## config.mk

```make
export PLATFORM = sky130hd
export DESIGN_NAME = card_whitelist_access_control
export DESIGN_NICKNAME = d
export VERILOG_FILES = /design/src/hdl/cwac_pkg.sv /design/src/hdl/cwac_ram.sv /design/src/hdl/cwac_ctrl.sv /design/src/hdl/card_whitelist_access_control.sv
export SDC_FILE = /design/constraint.sdc
export NUM_CORES = 2
export LEC_CHECK = 0
export BUFFER_PORTS_ARGS = -buffer_cell sky130_fd_sc_hd__buf_2
export CORE_ASPECT_RATIO = 0.9
export CORE_MARGIN = 2
export CORE_UTILIZATION = 50
export DETAILED_ROUTE_END_ITERATION = 8
export PLACE_DENSITY = 0.74
export SETUP_SLACK_MARGIN = 0.4
export SLEW_MARGIN = 20
export SYNTH_ARGS = -nofsm -noshare
export SYNTH_HDL_FRONTEND = slang
export SYNTH_HIERARCHICAL = 1
export SYNTH_SLANG_ARGS = --single-unit
```

## constraint.sdc

```tcl
create_clock -name clk -period 14.3 [get_ports clk]
set_input_delay 1.43 -clock clk [delete_from_list [all_inputs] [get_ports clk]]
set_output_delay 1.43 -clock clk [all_outputs]
set_load 0.02 [all_outputs]
```

## src/hdl/cwac_pkg.sv

```systemverilog
// Package of the card whitelist access controller: sizes, codes, payload types
// and the ID normalisation function. No dependencies.
package cwac_pkg;

	localparam int MAX_ENTRIES = 64;
	localparam int ID_BYTES    = 7;
	localparam int ID_W        = 56;
	localparam int LEN_W       = 3;
	localparam int HOLD_W      = 16;
	localparam int ENTRY_W     = 7;
	localparam int KEY_W       = ID_W + LEN_W;
	localparam int IDX_W       = (MAX_ENTRIES > 1) ? $clog2(MAX_ENTRIES) : 1;
	localparam int CNT_W       = $clog2(MAX_ENTRIES + 1);
	localparam int REG_IDX_W   = 3;

	localparam logic [ID_W-1:0]   MASTER_ID_RST   = ID_W'(64'hD3EC_2B28);
	localparam logic [LEN_W-1:0]  MASTER_LEN_RST  = LEN_W'(4);
	localparam logic [ID_W-1:0]   CLEAR_ID_RST    = ID_W'(64'hB2C8_2C1B);
	localparam logic [LEN_W-1:0]  CLEAR_LEN_RST   = LEN_W'(4);
	localparam logic [HOLD_W-1:0] HOLDOFF_RST     = HOLD_W'(3000);

	typedef enum logic [REG_IDX_W-1:0] {
		REG_MASTER_ID     = 3'd0,
		REG_MASTER_ID_LEN = 3'd1,
		REG_CLEAR_ID      = 3'd2,
		REG_CLEAR_ID_LEN  = 3'd3,
		REG_HOLDOFF_TICKS = 3'd4
	} reg_idx_t;

	typedef enum logic [3:0] {
		ACT_TICK      = 4'd0,
		ACT_IGNORED   = 4'd1,
		ACT_ARMED     = 4'd2,
		ACT_CLEARED   = 4'd3,
		ACT_ADDED     = 4'd4,
		ACT_DUPLICATE = 4'd5,
		ACT_FULL      = 4'd6,
		ACT_GRANTED   = 4'd7,
		ACT_DENIED    = 4'd8
	} action_t;

	typedef enum logic [2:0] {
		ST_IDLE,
		ST_EVAL,
		ST_SCAN,
		ST_FINISH,
		ST_EMIT
	} state_t;

	typedef struct packed {
		logic             mode;
		logic [ID_W-1:0]  card_id;
		logic [LEN_W-1:0] card_id_len;
	} req_t;

	typedef struct packed {
		action_t            action;
		logic               open_door;
		logic [ENTRY_W-1:0] entry_count;
	} rsp_t;

	typedef struct packed {
		logic [LEN_W-1:0] len;
		logic [ID_W-1:0]  bytes;
	} key_t;

	typedef struct packed {
		key_t              master_key;
		key_t              clear_key;
		logic [HOLD_W-1:0] holdoff_ticks;
	} cfg_t;

	typedef struct packed {
		logic             we;
		logic [IDX_W-1:0] waddr;
		key_t             wdata;
		logic             re;
		logic [IDX_W-1:0] raddr;
	} mem_req_t;

	// Canonical ID: length capped at ID_BYTES, bytes above the length cleared.
	function automatic key_t make_key(input logic [ID_W-1:0] bytes,
			input logic [LEN_W-1:0] len);
		logic [LEN_W-1:0] n;
		key_t             k;
		n = (int'(len) > ID_BYTES) ? LEN_W'(ID_BYTES) : len;
		k.len   = n;
		k.bytes = '0;
		for (int i = 0; i < ID_BYTES; i++) begin
			if (i < int'(n)) begin
				k.bytes[i*8 +: 8] = bytes[i*8 +: 8];
			end
		end
		return k;
	endfunction

endpackage

```

## src/hdl/cwac_ram.sv

```systemverilog
// Generic single-write, single-read synchronous RAM with a registered read.
// No dependencies.
module cwac_ram #(
	parameter int WIDTH = 8,
	parameter int DEPTH = 64,
	localparam int AW = (DEPTH > 1) ? $clog2(DEPTH) : 1
) (
	input  logic             clk,
	input  logic             we,
	input  logic [AW-1:0]    waddr,
	input  logic [WIDTH-1:0] wdata,
	input  logic             re,
	input  logic [AW-1:0]    raddr,
	output logic [WIDTH-1:0] rdata
);

	logic [WIDTH-1:0] mem [DEPTH];

	always_ff @(posedge clk) begin
		if (we) begin
			mem[waddr] <= wdata;
		end
		if (re) begin
			rdata <= mem[raddr];
		end
	end

endmodule

```

## src/hdl/cwac_ctrl.sv

```systemverilog
// Sequencer of the access controller: hold-off, add mode, table count and the
// whitelist scan. Depends on cwac_pkg; drives the whitelist RAM through mem_req.
module cwac_ctrl (
	input  logic              clk,
	input  logic              arst_n,
	input  cwac_pkg::cfg_t    cfg,
	input  logic              req_valid,
	output logic              req_stall,
	input  cwac_pkg::req_t    req,
	output logic              res_valid,
	input  logic              res_take,
	output cwac_pkg::rsp_t    res,
	output cwac_pkg::mem_req_t mem_req,
	input  cwac_pkg::key_t    mem_rdata
);
	import cwac_pkg::*;

	state_t            state_q, nxt_state;
	key_t              key_q, nxt_key;
	logic              mode_q, nxt_mode;
	logic [HOLD_W-1:0] holdoff_q, nxt_holdoff;
	logic              armed_q, nxt_armed;
	logic [CNT_W-1:0]  count_q, nxt_count;
	logic              add_q, nxt_add;
	logic [CNT_W-1:0]  scan_idx_q, nxt_scan_idx;
	logic              found_q, nxt_found;
	logic              rd_vld_s1, nxt_rd_vld;
	rsp_t              res_q, nxt_res;
	logic              issue;

	always_ff @(posedge clk or negedge arst_n) begin
		if (!arst_n) begin
			state_q    <= ST_IDLE;
			holdoff_q  <= '0;
			armed_q    <= 1'b0;
			count_q    <= '0;
			rd_vld_s1  <= 1'b0;
		end else begin
			state_q    <= nxt_state;
			holdoff_q  <= nxt_holdoff;
			armed_q    <= nxt_armed;
			count_q    <= nxt_count;
			rd_vld_s1  <= nxt_rd_vld;
		end
	end

	always_ff @(posedge clk) begin
		key_q      <= nxt_key;
		mode_q     <= nxt_mode;
		add_q      <= nxt_add;
		scan_idx_q <= nxt_scan_idx;
		found_q    <= nxt_found;
		res_q      <= nxt_res;
	end

	always_comb begin
		nxt_state    = state_q;
		nxt_key      = key_q;
		nxt_mode     = mode_q;
		nxt_holdoff  = holdoff_q;
		nxt_armed    = armed_q;
		nxt_count    = count_q;
		nxt_add      = add_q;
		nxt_scan_idx = scan_idx_q;
		nxt_found    = found_q;
		nxt_rd_vld   = 1'b0;
		nxt_res      = res_q;
		req_stall    = 1'b1;
		res_valid    = 1'b0;
		issue        = 1'b0;
		mem_req      = '0;
		mem_req.waddr = count_q[IDX_W-1:0];
		mem_req.wdata = key_q;
		mem_req.raddr = scan_idx_q[IDX_W-1:0];

		case (state_q)
			ST_IDLE: begin
				req_stall = 1'b0;
				if (req_valid) begin
					nxt_key   = make_key(req.card_id, req.card_id_len);
					nxt_mode  = req.mode;
					nxt_state = ST_EVAL;
				end
			end
			ST_EVAL: begin
				nxt_res.open_door = 1'b0;
				nxt_state         = ST_EMIT;
				if (!mode_q) begin
					if (holdoff_q != '0) begin
						nxt_holdoff = holdoff_q - HOLD_W'(1);
					end
					nxt_res.action = ACT_TICK;
				end else if (holdoff_q != '0) begin
					nxt_res.action = ACT_IGNORED;
				end else begin
					nxt_holdoff = cfg.holdoff_ticks;
					// The master test takes priority over the clear test.
					if (key_q == cfg.master_key) begin
						nxt_armed      = 1'b1;
						nxt_res.action = ACT_ARMED;
					end else if (key_q == cfg.clear_key) begin
						nxt_armed      = 1'b0;
						nxt_count      = '0;
						nxt_res.action = ACT_CLEARED;
					end else if (armed_q && count_q >= CNT_W'(MAX_ENTRIES)) begin
						nxt_armed      = 1'b0;
						nxt_res.action = ACT_FULL;
					end else begin
						nxt_add      = armed_q;
						nxt_armed    = 1'b0;
						nxt_scan_idx = '0;
						nxt_found    = 1'b0;
						nxt_state    = ST_SCAN;
					end
				end
				nxt_res.entry_count = ENTRY_W'(nxt_count);
			end
			ST_SCAN: begin
				// One read is issued per cycle; its data is compared in the next cycle.
				issue        = scan_idx_q < count_q;
				mem_req.re   = issue;
				nxt_rd_vld   = issue;
				nxt_scan_idx = scan_idx_q + CNT_W'(issue);
				if (rd_vld_s1 && mem_rdata == key_q) begin
					nxt_found = 1'b1;
				end
				if (!issue && !rd_vld_s1) begin
					nxt_state = ST_FINISH;
				end
			end
			ST_FINISH: begin
				nxt_res.open_door = 1'b0;
				if (add_q) begin
					if (found_q) begin
						nxt_res.action = ACT_DUPLICATE;
					end else begin
						mem_req.we     = 1'b1;
						nxt_count      = count_q + CNT_W'(1);
						nxt_res.action = ACT_ADDED;
					end
				end else if (found_q) begin
					nxt_res.action    = ACT_GRANTED;
					nxt_res.open_door = 1'b1;
				end else begin
					nxt_res.action = ACT_DENIED;
				end
				nxt_res.entry_count = ENTRY_W'(nxt_count);
				nxt_state           = ST_EMIT;
			end
			ST_EMIT: begin
				res_valid = 1'b1;
				if (res_take) begin
					nxt_state = ST_IDLE;
				end
			end
			default: begin
				nxt_state = ST_IDLE;
			end
		endcase
	end

	assign res = res_q;

endmodule

```

## src/hdl/card_whitelist_access_control.sv

```systemverilog
// Top level of the card whitelist access controller.
// Depends on cwac_pkg, cwac_ctrl and cwac_ram.
//
// Each request is a tick or a card read and yields exactly one response. Ticks,
// ignored reads, master and clear cards and a full table pass through the EVAL
// and EMIT states to the response register. Any other read goes on from EVAL to
// SCAN, which reads the whitelist through the single read port of the table RAM,
// one entry per cycle, then passes through FINISH and EMIT. The controller
// returns to idle as the response is registered. The response sits in an output
// register, so the next request is accepted while a finished response still
// waits on rsp_stall. Configuration registers must be written with cfg_we,
// cfg_index and cfg_data only while the block is idle; the block itself does not
// enforce this.
module card_whitelist_access_control (
	input  logic                             clk,
	input  logic                             arst_n,
	input  logic                             cfg_we,
	input  logic [cwac_pkg::REG_IDX_W-1:0]   cfg_index,
	input  logic [cwac_pkg::ID_W-1:0]        cfg_data,
	input  logic                             req_valid,
	output logic                             req_stall,
	input  cwac_pkg::req_t                   req,
	output logic                             rsp_valid,
	input  logic                             rsp_stall,
	output cwac_pkg::rsp_t                   rsp
);
	import cwac_pkg::*;

	logic [ID_W-1:0]   master_id_q;
	logic [LEN_W-1:0]  master_len_q;
	logic [ID_W-1:0]   clear_id_q;
	logic [LEN_W-1:0]  clear_len_q;
	logic [HOLD_W-1:0] holdoff_q;
	cfg_t              cfg;
	logic              res_valid;
	logic              res_take;
	rsp_t              res;
	mem_req_t          mem_req;
	logic [KEY_W-1:0]  mem_rdata;
	logic              rsp_valid_q;
	rsp_t              rsp_q;

	always_ff @(posedge clk or negedge arst_n) begin
		if (!arst_n) begin
			master_id_q  <= MASTER_ID_RST;
			master_len_q <= MASTER_LEN_RST;
			clear_id_q   <= CLEAR_ID_RST;
			clear_len_q  <= CLEAR_LEN_RST;
			holdoff_q    <= HOLDOFF_RST;
		end else if (cfg_we) begin
			case (reg_idx_t'(cfg_index))
				REG_MASTER_ID:     master_id_q  <= cfg_data;
				REG_MASTER_ID_LEN: master_len_q <= cfg_data[LEN_W-1:0];
				REG_CLEAR_ID:      clear_id_q   <= cfg_data;
				REG_CLEAR_ID_LEN:  clear_len_q  <= cfg_data[LEN_W-1:0];
				REG_HOLDOFF_TICKS: holdoff_q    <= cfg_data[HOLD_W-1:0];
				default: begin
				end
			endcase
		end
	end

	always_comb begin
		cfg.master_key    = make_key(master_id_q, master_len_q);
		cfg.clear_key     = make_key(clear_id_q, clear_len_q);
		cfg.holdoff_ticks = holdoff_q;
	end

	cwac_ctrl u_ctrl (
		.clk       (clk),
		.arst_n    (arst_n),
		.cfg       (cfg),
		.req_valid (req_valid),
		.req_stall (req_stall),
		.req       (req),
		.res_valid (res_valid),
		.res_take  (res_take),
		.res       (res),
		.mem_req   (mem_req),
		.mem_rdata (key_t'(mem_rdata))
	);

	cwac_ram #(
		.WIDTH (KEY_W),
		.DEPTH (MAX_ENTRIES)
	) u_table (
		.clk   (clk),
		.we    (mem_req.we),
		.waddr (mem_req.waddr),
		.wdata (mem_req.wdata),
		.re    (mem_req.re),
		.raddr (mem_req.raddr),
		.rdata (mem_rdata)
	);

	// The response register takes a new transaction when empty or being drained.
	assign res_take = !rsp_valid_q || !rsp_stall;

	always_ff @(posedge clk or negedge arst_n) begin
		if (!arst_n) begin
			rsp_valid_q <= 1'b0;
		end else if (res_take) begin
			rsp_valid_q <= res_valid;
		end
	end

	always_ff @(posedge clk) begin
		if (res_take && res_valid) begin
			rsp_q <= res;
		end
	end

	assign rsp_valid = rsp_valid_q;
	assign rsp       = rsp_q;

endmodule

```

**Word-level counts from Yosys, hierarchy flattened**

Memory sizes are Yosys's and may differ from the RTL's. A register that Yosys moved wholly into a read port is not among the register bits.
Index checks and enable logic that the tools add are counted.

- Flip-flop bits (word level): 256
- Memory bits (writable): 3,776
- Input port bits: 124
- Output and inout port bits: 14
- Word-level logic and storage cells: 176
- Memories kept: 1

- Add/subtract/negate cells: 3
- $lt $le $gt $ge: 23
- Equal/unequal tests: 22
- Multiplexer cells: 66
- Bitwise operators: 4
- Reductions and logical operators: 28

Memories:

| memory | depth | width | read ports | clocked after memory_dff | write ports | RTL line | source |
|---|---|---|---|---|---|---|---|
| u_table.mem | 64 | 59 | 1 | 1 | 1 | cwac_ram.sv:17 | `logic [WIDTH-1:0] mem [DEPTH];` |

Operators with widths:

| operator | count |
|---|---|
| 59-bit == test | 3 |
| 8-bit two-way mux | 14 |
| 7-bit two-way mux | 11 |
| 16-bit two-way mux | 3 |
| 4-bit two-way mux | 7 |
| 7-bit case mux with 2 select lines | 2 |
| 3-bit less-than comparator, first input constant | 9 |
| 3-bit two-way mux | 8 |
| 12-bit case mux with 2 select lines | 1 |
| 1-bit by 3-bit less-than comparator with 1-bit output, first input constant | 6 |
| 2-bit by 3-bit less-than comparator with 1-bit output, first input constant | 6 |
| 1-bit two-way mux | 18 |
| 16-bit nonzero test | 1 |
| 16-bit by 1-bit subtractor with 16-bit output, second input constant | 1 |
| 3-bit case mux with 5 select lines | 1 |
| 2-bit inequality test, second input constant | 7 |
| 2-bit AND reduction | 7 |
| 3-bit by 2-bit == test with 1-bit output, second input constant | 4 |
| 6-bit AND reduction | 2 |
| 3-bit AND reduction | 3 |
| 7-bit by 1-bit adder with 7-bit output | 1 |
| 7-bit by 1-bit adder with 7-bit output, second input constant | 1 |
| 7-bit >= comparator, second input constant | 1 |
| 7-bit less-than comparator | 1 |
| 12 further kinds | 28 |

**Longest topological paths before layout**

- Depth in word-level cells: 8
- Mapped depth: 13

**Cells and area by module**

Netlist, hierarchy kept.

Modules (own cells, without submodules):

| module | instances | cells each | area an instance (sq um) | sequential area each (sq um) |
|---|---|---|---|---|
| cwac_ram | 1 | 6,119 | 144,492.3 | 115,160.4 |
| cwac_ctrl | 1 | 675 | 7,005.5 | 3,133.0 |
| card_whitelist_access_control | 1 | 433 | 6,403.6 | 3,787.4 |

**Least setup slack after synthesis**

No wires, ideal clock.

- Path kind: flip-flop to flip-flop
- From: register u_ctrl.state_q[1]
- To: memory u_table/mem[32][0] in the netlist's numbering (enable)
- Library setup time: 0.548 ns
- Data arrival time: 5.515 ns
- Data required time: 13.752 ns
- Slack: 8.237 ns
- Cell stages (with the launch flop): 6
- Path buffers: 1
- Cell sequence: dfrtp_1 buf_2 nand3b_1 nor3b_2 nand4b_1 nor3_1

RTL lines:

| element | RTL line | source |
|---|---|---|
| start: declaration | cwac_ctrl.sv:18 | `state_t state_q, nxt_state;` |
| start signal: assignment | cwac_ctrl.sv:39 | `state_q <= nxt_state;` |
| end: declaration | cwac_ram.sv:17 |  |

**Final worst setup path**

- From: register u_ctrl.scan_idx_q[2]
- To: register u_table.rdata[17] (read register of u_table.mem), data pin

- Cells in the longest elaborated chain, start to end: 2

RTL lines:

| element | RTL line | source |
|---|---|---|
| start: declaration | cwac_ctrl.sv:25 | `logic [CNT_W-1:0] scan_idx_q, nxt_scan_idx;` |
| start signal: assignment | cwac_ctrl.sv:51 | `scan_idx_q <= nxt_scan_idx;` |
| 7-bit less-than comparator | cwac_ctrl.sv:120 | `issue = scan_idx_q < count_q;` |
| 1-bit two-way mux | cwac_ctrl.sv:76 | `case (state_q)` |
| end: declaration | cwac_ram.sv:14 | `output logic [WIDTH-1:0] rdata` |

Several ways; a longest one is shown, not always the timed one.
A chain may end at the register's enable or synchronous reset.

==> metrics.json <==
{
  "power": {
    "p_int_mw": 22.8,
    "seq_power_share_pct": 44.1,
    "swShare_pct": 29.2,
    "worst_ir_drop_vdd_mv": 0.145,
    "pwr_density_cell_nw_per_um2": 182,
    "p_comb_share_pct": 23.7,
    "netSwitchingPower_mw": 9.40,
    "pwr-share-clk_pct": 32.2,
    "p_leak_nw": 55.4
  },
  "drt": {
    "drt_first_iter_violations": 15100,
    "detail-route-antenna-nets": 0,
    "postRouteWirelength_mm": 466,
    "drcViolationCount": 0,
    "detailroute.via_count": 83600,
    "wl_per_cell_um": 38.6,
    "avg_vias_per_cell": 6.93,
    "pre_repair_dr_iteration_count": 7
  },
  "layout": {
    "final.fill_count": 21800,
    "mostFrequentLayoutCell": "edfxtp_1",
    "multi_input_comb_area_um2": 34200,
    "area_delta_synth_final_pct": 12.2,
    "most-common-layout-cells": "edfxtp_1 (3928), mux4_2 (912), clkbuf_16 (395), buf_4 (259), buf_2 (136)",
    "register_area_um2": 122000,
    "final_layout_size_suffix_gt1_share_pct": 27.0,
    "num-nets-final": 7745
  },
  "setup_path": {
    "cp_num_buf_inv": 4,
    "cp_num_cells": 8,
    "timing.critical_path.required_ns": 15.08,
    "slowest_delay_ns": 0.95,
    "critical_path.top_delay_family": "buffers and inverters",
    "cp_cell_sequence": "buf_4, buf_4, buf_4, and2_4, buf_4, a221oi_1, nand2_1, and3_1",
    "slowest_stage": "buf_4",
    "cp.arrival_ns": 6.19,
    "critPathCaptureType": "flop",
    "class_of_the_most_critical_setup_path": "flop to flop",
    "r2r.worst_path.cells": 8,
    "worstSetupStartpointType": "flop",
    "crit_top_cell": "buf_4",
    "timing.critical_path.fanout_max": 48
  },
  "floorplan": {
    "floorplan.die_area_um2": 320000,
    "rows": 195,
    "coreArea_um2": 314000,
    "floorplan.initialDensity_pct": 50.3,
    "die_y_um": 537,
    "top_level_ports": 138,
    "die_width_um": 596
  },
  "yosys": {
    "synth.yosys.warnings": 6,
    "synth_simple_gate_area_share_pct": 2.52,
    "synth_xor_xnor_area_share_pct": 0.965,
    "ys.flop_type": "edfxtp_1",
    "synth_sequential_area_ratio_pct": 77.3,
    "post_synth_mux_area_share_pct": 14.6,
    "synthesis.area_per_instance_um2": 21.8,
    "yosysUniqueCellTypes": 70,
    "synth_edf_count": 3928,
    "postSynthCellCount": 7227,
    "async_flop_share_pct": 3.98,
    "post_synth_instance_area_um2": 158000,
    "ys_seq_elements": 4091,
    "mappedNetlistNets": 7362,
    "main_combinational_cell_family_by_area_after_synthesis": "multiplexers",
    "synthAdderAreaFrac_pct": 0.0872,
    "synth_compound_gate_area_share_pct": 3.05
  },
  "global_routing": {
    "first_global_vias": 81900,
    "grt_first_pass_wirelength_mm": 641,
    "pin_count_of_the_biggest_net_entering_global_routing": 143,
    "groute.usage.overall_pct": 28.9,
    "grt_remaining_overflow": 0,
    "grt_antenna_before_repair": 30
  },
  "clock_tree": {
    "cts_hold_buffers": 0,
    "clkSlewWorstSetupHoldPaths_ns": 0.06,
    "cts.sinks": 4091,
    "clock_insertion_delay_worst_skew_ns": 0.94,
    "tritoncts": "done",
    "cts_htree_levels": 5,
    "ctsRootBufferMaster": "clkbuf_16",
    "cts-resized-gates": 0,
    "clockBufferDepth": 4,
    "cts.repair_timing.setup_buffer_count": 0,
    "numCtsBuffers": 385
  },
  "sta": {
    "fin_ws_ns": 8.89,
    "final_min_period_over_clock_period_pct": 37.8,
    "timing.setup.tns_ns": 0,
    "final_max_tran_viols": 0,
    "grt_setup_unrepaired": "false",
    "clock_skew_ns": 0.0639,
    "hold_viol_final": 0,
    "tightestPinTransition_ns": 1.31,
    "post_layout_minimum_cycle_time_ns": 5.41,
    "worst_slew_margin_rel_pct": 12.6,
    "maxClockFrequency_mhz": 185,
    "setup_viol_count_final": 0,
    "fin_hold_ws_ns": 0.418
  },
  "job": {
    "maxCapViolations": 0
  },
  "status": {
    "outcome": "completed"
  },
  "placement": {
    "placement.io_buffers": 137,
    "pre_cts_ws_ns": 9.15,
    "final_gp_congestion": 0.849,
    "detailedPlacementHpwl_mm": 244
  },
  "worst_hold_path": {
    "hold_path.class": "flop to flop",
    "min_path_cells": 0
  }
}
==> worst paths after layout <==
kind	from	endpoint	slack [ns]
max in group asynchronous	arst_n	clear_id_q[20]	12.18
min in group asynchronous	arst_n	clear_id_q[54]	0.58
worst min-delay path	u_ctrl/res[10]	rsp[10]	0.42
worst max register to register	u_ctrl/scan_idx_q[2]	u_table/rdata[17]	8.89
worst max-delay path	u_ctrl/scan_idx_q[2]	u_table/rdata[17]	8.89
worst min register to register	u_ctrl/res[10]	rsp[10]	0.42
==> cell usage after synthesis, types with 81 or more instances <==
cell type  count  area share, %
nor2_1       120           0.29
edfxtp_1    3928             75
nor2b_1      127           0.50
mux2_2       101           0.72
xnor2_1      128           0.71
dfrtp_1      124            2.0
and3_1       102           0.40
o22ai_1      127           0.50
clkbuf_1     142           0.34
nand2_1      109           0.26
a22oi_1      130           0.62
mux4_2       912             13
o221ai_1     122           0.68
a221oi_1      81           0.45
buf_2        155           0.49
==> stage by stage <==
stage	total power [mW]	util (%)	std cells	cell area [um2]
floorplan	19.4	-	7227	158000
global placement	21.8	52.3	11400	164000
detailed placement	21.9	52.3	11400	164000
CTS	32.1	56.4	12100	177000
global route	33.0	56.4	12100	177000
finish	32.2	56.4	12100	177000
==> power by group through the flow <==
| stage | registers, mW | logic, mW | clock network [mW] |
|---|---|---|---|
| 2_1_floorplan | 14.7 | 4.75 | 0 |
| 3_3_place_gp | 14.4 | 7.32 | 0 |
| 3_5_place_dp | 14.4 | 7.44 | 0 |
| 4_1_cts | 14.2 | 7.49 | 10.4 |
| 5_1_grt | 14.2 | 7.93 | 10.9 |
| 6_report | 14.2 | 7.65 | 10.4 |
==> metal layers <==
metal	up-vias	track usage (%)	part of all wire, %	routed length [um]
met4	26	13.6	5.8	27200
met2	7769	43.3	44	207000
met5	-	0.162	0.057	264
li1	31300	-	-	-
met3	1463	8.85	16	76400
met1	43100	39.0	33	155000
==> cell type report <==
| class | count | area share, % |
|---|---|---|
| Antenna cell | 12 | 0.0170 |
| Clock buffer | 481 | 5.81 |
| Clock inverter | 217 | 1.36 |
| Inverter | 31 | 0.0657 |
| Multi-Input combinational cell | 2695 | 19.3 |
| Sequential cell | 4091 | 68.9 |
| Tap cell | 4137 | 2.92 |
| Timing Repair Buffer | 406 | 1.61 |
==> kinds of logic (layout without fill, tap and decap cells) <==
group	Yosys count	after routing
muxes	1134	1134
buffers and inverters	441	1135
AOI/OAI and AO/OA	649	649
DFF	4091	4091
and+or+nand+nor	727	727
xor gates and xnor gates	174	174
other	0	12
adders and majority gates	11	11
==> state kept, by name, indices dropped and copies added (netlist names), 7 cells and up <==
name / count
clear_id_q: 56
holdoff_q: 16
master_id_q: 56
rsp: 12
u_ctrl/count_q: 7
u_ctrl/holdoff_q: 16
u_ctrl/mem_req: 59
u_ctrl/res: 12
u_ctrl/scan_idx_q: 7
u_table/mem: 3776
u_table/rdata: 59
No activity file was read; power rests on OpenSTA's default activity.
